File: src/rtl/ppim_pkg.sv
// ----------------------------------------------------------------------------
// ppim_pkg
// Shared types for the point projection and interaction-matrix pipeline.
// ----------------------------------------------------------------------------
`default_nettype none

package ppim_pkg;

  // per-point flags that travel down the pipeline next to the data
  typedef struct packed {
    logic invalid;
    logic x_neg;
    logic y_neg;
  } ppim_flags_t;

endpackage : ppim_pkg

`default_nettype wire

File: src/rtl/ppim_div.sv
// ----------------------------------------------------------------------------
// ppim_div
// Pipelined restoring divider, several lanes over one shared divisor.
// Gives min(floor(numer * 2^FRAC / denom), 2^(DEN_W-1)) per lane, one quotient
// bit per stage, so a new set of operands can enter every cycle.
// ----------------------------------------------------------------------------
`default_nettype none

module ppim_div import ppim_pkg::*; #(
  parameter int LANES  = 1,
  parameter int NUM_W  = 24,
  parameter int DEN_W  = 24,
  parameter int FRAC   = 16,
  parameter int SIDE_W = 1
) (
  input  wire logic                          clk,
  input  wire logic                          rst,
  input  wire logic                          in_valid,
  input  wire ppim_flags_t                   in_flags,
  input  wire logic [SIDE_W-1:0]             in_side,
  input  wire logic [LANES-1:0][NUM_W-1:0]   numer,
  input  wire logic [DEN_W-1:0]              denom,
  output logic                               out_valid,
  output ppim_flags_t                        out_flags,
  output logic [SIDE_W-1:0]                  out_side,
  output logic [LANES-1:0][DEN_W-1:0]        quot
);

  localparam int NW    = NUM_W + FRAC;
  localparam int HW    = NW - DEN_W + 1;
  localparam int CMP_W = (HW > DEN_W) ? HW : DEN_W;
  localparam int STEPS = DEN_W - 1;
  localparam logic [DEN_W-1:0] LIM = {1'b1, {(DEN_W-1){1'b0}}};

  // stage 0 holds the overflow pre-check, stages 1..STEPS one quotient bit each
  logic                valid [STEPS+1];
  ppim_flags_t         flg   [STEPS+1];
  logic [SIDE_W-1:0]   side  [STEPS+1];
  logic [DEN_W-1:0]    den   [STEPS+1];
  logic [DEN_W-1:0]    rem   [LANES][STEPS+1];
  logic [STEPS-1:0]    low   [LANES][STEPS+1];
  logic [STEPS-1:0]    quo   [LANES][STEPS+1];
  logic                ovf   [LANES][STEPS+1];

  logic [NW-1:0]       wide  [LANES];
  logic [CMP_W-1:0]    hi    [LANES];
  logic                ovf0  [LANES];
  logic [DEN_W-1:0]    rem0  [LANES];
  logic [DEN_W:0]      trial [LANES][STEPS];
  logic [DEN_W:0]      diff  [LANES][STEPS];
  logic                ge    [LANES][STEPS];

  // quotient reaches 2^(DEN_W-1) exactly when the top part of the dividend
  // is not below the divisor
  always_comb begin
    for (int l = 0; l < LANES; l++) begin
      wide[l] = {numer[l], {FRAC{1'b0}}};
      hi[l]   = CMP_W'(wide[l][NW-1:DEN_W-1]);
      ovf0[l] = hi[l] >= CMP_W'(denom);
      rem0[l] = ovf0[l] ? '0 : DEN_W'(hi[l]);
    end
  end

  always_comb begin
    for (int l = 0; l < LANES; l++) begin
      for (int s = 0; s < STEPS; s++) begin
        trial[l][s] = {rem[l][s], low[l][s][STEPS-1]};
        diff[l][s]  = trial[l][s] - {1'b0, den[s]};
        ge[l][s]    = trial[l][s] >= {1'b0, den[s]};
      end
    end
  end

  always_ff @(posedge clk) begin
    if (rst) begin
      for (int s = 0; s <= STEPS; s++) valid[s] <= 1'b0;
    end else begin
      valid[0] <= in_valid;
      for (int s = 0; s < STEPS; s++) valid[s+1] <= valid[s];
    end
  end

  always_ff @(posedge clk) begin
    flg[0]  <= in_flags;
    side[0] <= in_side;
    den[0]  <= denom;
    for (int l = 0; l < LANES; l++) begin
      rem[l][0] <= rem0[l];
      low[l][0] <= wide[l][DEN_W-2:0];
      quo[l][0] <= '0;
      ovf[l][0] <= ovf0[l];
    end
    for (int s = 0; s < STEPS; s++) begin
      flg[s+1]  <= flg[s];
      side[s+1] <= side[s];
      den[s+1]  <= den[s];
      for (int l = 0; l < LANES; l++) begin
        rem[l][s+1] <= ge[l][s] ? diff[l][s][DEN_W-1:0] : trial[l][s][DEN_W-1:0];
        low[l][s+1] <= {low[l][s][STEPS-2:0], 1'b0};
        quo[l][s+1] <= {quo[l][s][STEPS-2:0], ge[l][s]};
        ovf[l][s+1] <= ovf[l][s];
      end
    end
  end

  always_comb begin
    out_valid = valid[STEPS];
    out_flags = flg[STEPS];
    out_side  = side[STEPS];
    for (int l = 0; l < LANES; l++) begin
      quot[l] = ovf[l][STEPS] ? LIM : {1'b0, quo[l][STEPS]};
    end
  end

`ifndef SYNTHESIS
  a_quot_in_range: assert property (@(posedge clk) disable iff (rst)
    out_valid |-> quot[0] <= LIM)
    else $error("ppim_div: quotient above saturation limit");
  a_valid_follows: assert property (@(posedge clk) disable iff (rst)
    valid[0] |=> valid[1])
    else $error("ppim_div: valid bit lost between stages");
  a_rem_below_den: assert property (@(posedge clk) disable iff (rst)
    valid[1] && !ovf[0][1] && den[1] != '0 |-> rem[0][1] < den[1])
    else $error("ppim_div: partial remainder not below divisor");
`endif

endmodule : ppim_div

`default_nettype wire

File: config.mk
export PLATFORM = sky130hd
export DESIGN_NAME = ppim_div
export DESIGN_NICKNAME = d
export VERILOG_FILES = /design/src/rtl/ppim_pkg.sv /design/src/rtl/ppim_div.sv
export SDC_FILE = /design/constraint.sdc
export NUM_CORES = 2
export LEC_CHECK = 0
export BUFFER_PORTS_ARGS = -buffer_cell sky130_fd_sc_hd__clkbuf_2
export CORE_MARGIN = 4
export CORE_UTILIZATION = 40
export DETAILED_ROUTE_END_ITERATION = 8
export HOLD_SLACK_MARGIN = 0.03
export PLACE_DENSITY = 0.58
export RECOVER_POWER = 25
export SYNTH_ARGS = -nofsm -noshare
export SYNTH_HDL_FRONTEND = slang
export SYNTH_SLANG_ARGS = --single-unit
export TNS_END_PERCENT = 30
File: constraint.sdc
create_clock -name clk -period 3.25 [get_ports clk]
set_input_delay 0.65 -clock clk [delete_from_list [all_inputs] [get_ports clk]]
set_output_delay 0.65 -clock clk [all_outputs]
set_load 0.005 [all_outputs]
# Word-level counts from Yosys, hierarchy flattened

Memories as Yosys holds them, arrays and structs flattened.
Cells that the tools add are included.

Logic and storage cells: 131
Output and inout bits: 29
RAM bits: 2331
Input bits: 55
Bits in registers: 0
Memories: 8

Add/sub/neg operators: 23
Muxes and demuxes: 52
Bitwise gates (word level): 24
$lt $le $gt $ge: 24

Memory list:

| memory      | depth | width | read ports | clocked after memory_dff | wr ports | line           | source |
|---|---|---|---|---|---|---|---|
| den         | 24    | 24    | 23         | 0                        | 24       | ppim_div.sv:39 | `logic [DEN_W-1:0] den [STEPS+1];` |
| rem         | 1     | 569   | 1          | 0                        | 24       | ppim_div.sv:40 | `logic [DEN_W-1:0] rem [LANES][STEPS+1];` |
| quo         | 1     | 529   | 1          | 0                        | 24       | ppim_div.sv:42 | `logic [STEPS-1:0] quo [LANES][STEPS+1];` |
| low         | 1     | 513   | 1          | 0                        | 24       | ppim_div.sv:41 | `logic [STEPS-1:0] low [LANES][STEPS+1];` |
| flg         | 24    | 3     | 24         | 0                        | 24       | ppim_div.sv:37 | `ppim_flags_t flg [STEPS+1];` |
| ovf         | 1     | 24    | 1          | 0                        | 24       | ppim_div.sv:43 | `logic ovf [LANES][STEPS+1];` |
| +2 memories | n/a   | n/a   | n/a        | n/a                      | n/a      | n/a            |  |

Operator list:

| cell           | number |
|---|---|
| $mux 24        | 24 |
| $ge 25x24->1   | 23 |
| $sub 24x24->24 | 23 |
| $mux 1         | 27 |
| $ge 17x24->1   | 1 |
| $or 1x1->1     | 24 |
| $mux 17        | 1 |

# Depth between registers and ports, before layout

Word-level depth: 3
Gate-level depth with buffers: 14

# Worst setup path after synthesis

No wires, ideal clock.

Kind: register -> register
Start: memory den[4][1] (netlist: den[0][97])
End: memory rem[0][452] (netlist bit)
Library setup time: 0.123 ns
Required time: 3.127 ns
Arrival: 2.984 ns
Path slack: 0.143 ns
Stages on the path, launching flop included: 14
Period minus slack after synthesis: 3.107 ns
Cell sequence: dfxtp_1 > inv_1 > ha_1 > nor2b_1 > o31a_1 > o31ai_2 > a211oi_1 > a21o_1 > a221o_1 > o211ai_4 > and2_1 > buf_6 > buf_8 > mux2_1

RTL lines:

| element     | line |
|---|---|
| from (decl) | ppim_div.sv:39 |
| to (decl)   | ppim_div.sv:40 |

==> metrics.md <==
| Metric | Value |
|---|---|
| Synthesized net count | `7279` |
| Final routed DRC violation total | `0` |
| # IOs | `84` |
| Worst endpoint required time | `3.96 ns` |
| Syn Area/Cell | `9.91 um^2` |
| N_diodes | `0` |
| Min Clock Period, post-route | `3.20 ns` |
| Final-report hold violation count | `0` |
| Slew Limit Fails | `0` |
| Power density over the cells | `1050 mW/mm^2` |
| Sequential Area | `0.0309 mm^2` |
| Post-route ant nets | `0` |
| # Max-Cap Violations | `0` |
| Share of flip-flops with an asynchronous set or reset | `0%` |
| Max-slew headroom | `46.2%` |
| Clock-pin slew on the worst setup and hold paths | `0.07 ns` |
| Filler Cell Count | `15100` |
| Pin count of the biggest net entering global routing | `39` |
| Post-synthesis cell type count | `99` |
| Area growth from synthesis to layout | `17.3%` |
| Std cell rows | `148` |
| Core box area | `0.163 mm^2` |
| Total CTS buffers | `165` |
| Layout cells sized above 1 | `12.0%` |
| Post-Syn Area | `0.0658 mm^2` |
| Top cells by area, synth | `dfxtp_1 (47%), ha_1 (11%), inv_1 (4.1%)` |
| Status | `finished, final reports clean` |
| Multi-input combinational cell area | `0.0320 mm^2` |
| Wire per inst | `16.0 um` |
| Clk buf depth | `3` |
| Hold Crit Class | `flop to flop` |
| First-pass GRT wire length | `239 mm` |
| Die Y | `414 um` |
| Worst Path Arrival | `3.91 ns` |
| YS warnings | `0` |
| CP max-delay cell | `a2111o_1` |
| Clk root buf | `clkbuf_16` |
| Routability Congestion | `0.882` |
| Total die area | `0.171 mm^2` |
| Critical Path Most Common Cell | `o31a_1` |
| Crit-path max FO | `4` |
| Worst VDD drop | `0.854 mV` |
| Main flop type after synthesis | `dfxtp_1` |
| Clock Sink Count | `1545` |
| H-tree depth | `4` |
| Setup Crit Path Kind | `flop to flop` |
| Count of final setup violators | `0` |
| Initial antenna violation count | `1` |
| EDFF count, synth | `0` |
| Non-filler cells, final | `9362` |
| Initial Util | `40.3%` |
| RSZ-0062 raised after global routing | `true` |
| Grt ovf | `0` |
| Design area | `0.0772 mm^2` |
| Vias in the first global route | `46000` |
| DP Area | `0.0702 mm^2` |
| Worst path cell trace | `inv_1 -> ha_1 -> o21ai_1 -> a21oi_1 -> o31a_1 -> a2111o_1 -> a2111oi_4 -> nor3_1 -> o31a_1 -> or3_1 -> a31o_1` |
| Cell Count Post-Placement | `8985` |
| Synth top area share | `47.0%` |
| Fmax | `312 MHz` |
| Dpl hpwl | `115 mm` |
| Final Cycle Share | `98.6%` |
| Routed wire length | `150 mm` |
| Delay-heaviest family, CP | `compound AO/OA/AOI/OAI gates` |
| Synth area leader | `dfxtp_1` |
| CTS tree | `done` |
| Worst skew pair latency | `0.81 ns` |
| Worst slew pin tran | `0.800 ns` |
| Vias per inst | `4.98` |
| Gr usage total | `17.3%` |
| Leakage power | `0.0353 uW` |
| Slowest cell delay on critical path | `0.50 ns` |
| Die width | `414 um` |
| Mapped Cells | `6640` |
| Number of DRC markers in iteration 0 | `2572` |
| CP Launch Type | `flop` |
| TritonRoute pass-1 iters | `6` |
| Worst clock skew | `0.0529 ns` |
| Crit path buffers/inverters | `1` |
| Final net count | `7688` |
| # port buffers | `83` |
| Register area share after synthesis | `47.0%` |
| CP Capture Type | `flop` |
| Seq cells post-synth | `1545` |
| Via count | `46700` |
[report_power, final]
group / internal [uW] / switching [uW] / total [uW]
combinational: 16700 / 18300 / 35000
sequential: 24000 / 2850 / 26800
clock: 11800 / 7940 / 19700
[metal layers]
layer	vias up	global-route usage [%]	routed length, um
met4	0	6.62	5380
met3	294	2.89	5830
met5	-	0	0
li1	23800	-	-
met2	807	30.2	72600
met1	21700	21.2	66500
[worst register-to-register path: stages (launching register included)]
cell,delay (ns)
dfxtp_1,0.34
inv_1,0.05
ha_1,0.30
o21ai_1,0.12
a21oi_1,0.07
o31a_1,0.32
a2111o_1,0.51
a2111oi_4,0.42
nor3_1,0.12
o31a_1,0.31
or3_1,0.31
a31o_1,0.22
[flip-flops by register name, summed over array words and instances (netlist names)]
signal	count
den	552
rem	545
quo	276
flg	72
low	28
ovf	24
side	24
valid	24
[cell usage in the layout (no fill, tap or decap), types with 29 or more instances in the layout]
| master | Yosys | layout |
|---|---|---|
| a211oi_1 | 63 | 56 |
| a21boi_0 | 36 | 36 |
| a21o_1 | 177 | 177 |
| a21oi_1 | 429 | 423 |
| a31oi_1 | 36 | 35 |
| and3_1 | 50 | 50 |
| buf_4 | 7 | 190 |
| clkbuf_1 | 66 | 31 |
| clkbuf_16 | 0 | 174 |
| clkbuf_2 | 0 | 83 |
| clkbuf_8 | 0 | 29 |
| dfxtp_1 | 1545 | 1539 |
| dlygate4sd3_1 | 0 | 53 |
| ha_1 | 562 | 557 |
| inv_1 | 714 | 713 |
| mux2_1 | 174 | 173 |
| mux2_2 | 114 | 114 |
| nand2_1 | 329 | 327 |
| nand2b_1 | 69 | 69 |
| nand3_1 | 114 | 114 |
| nand4_1 | 68 | 68 |
| nor2_1 | 402 | 400 |
| nor2b_1 | 139 | 137 |
| nor3_1 | 101 | 97 |
| o211ai_1 | 33 | 33 |
| o21a_1 | 90 | 89 |
| o21ai_0 | 285 | 282 |
| o21ai_1 | 40 | 38 |
| o21bai_1 | 52 | 51 |
| o31ai_1 | 51 | 48 |
| or3_1 | 30 | 30 |
| xnor2_1 | 248 | 248 |
| xor2_1 | 131 | 131 |
[path summary, 6_finish.rpt]
path	cells after the start	endpoint	slack [ns]	startpoint
max reg2reg	11	rem[0][166]	0.05	den[2][3]
max	11	rem[0][166]	0.05	den[2][3]
min reg2reg	0	flg[2][7]	0.29	flg[2][4]
min	0	flg[2][7]	0.29	flg[2][4]
[repair_timing]
item	in CTS	in global routing
pin swaps	0	28
buffers inserted	0	11
resized for setup	2	76
setup endpoints to repair	7	309
hold endpoints to repair	53	0
hold buffers	53	0
gates cloned	0	8
[cells in the mapped netlist (25+ instances only)]
master and number:
a31oi_1 36, xnor2_1 248, ha_1 562, mux2_2 114
mux2i_1 27, o21a_1 90, nor4_1 26, o31ai_1 51
nand2b_1 69, a21o_1 177, o21bai_1 52, buf_2 25
or2_2 28, nand2_1 329, nand4_1 68, mux2_4 27
o21ai_0 285, nor2b_1 139, o211ai_1 33, clkbuf_1 66
a21boi_0 36, dfxtp_1 1545, and3_1 50, mux2_1 174
nor3_1 101, nand3_1 114, xor2_1 131, nor2_1 402
inv_1 714, a211oi_1 63, or3_1 30, a21oi_1 429
o21ai_1 40
[stage by stage]
stage	hold WS [ns]	setup slack, ns	power (uW)	setup TNS, ns	utilization (%)
floorplan	0.310	0.143	51700	0	-
global placement	0.310	-0.0244	60700	-0.106	43.0
detailed placement	0.312	-0.0980	61100	-0.0980	43.0
CTS	0.255	0.00784	81400	0	46.9
global route	0.310	-0.0994	87500	-1.22	47.3
finish	0.290	0.0467	81500	0	47.3
[layout make-up]
type                       count  area share [%]
tap                         2175            3.52
clock inverter                78            1.49
multi-input combinational   4260            41.5
inverter                     722            3.51
sequential                  1545            40.1
timing repair buffer         355            3.87
clock buffer                 227            6.08
[logic make-up (layout without fill, tap and decap cells)]
logic type,after synthesis,count (layout),share of synthesized area (%)
adder cells (fa/ha/maj),584,584,11.4
XOR/XNOR,379,379,5.04
buffers and inverters,836,1382,5.02
flip-flops,1545,1545,47.0
AO/OA/AOI/OAI,1489,1490,14.6
multiplexers,342,342,5.95
AND/OR/NAND/NOR,1465,1465,11.0
(Power assumes the default switching activity.)
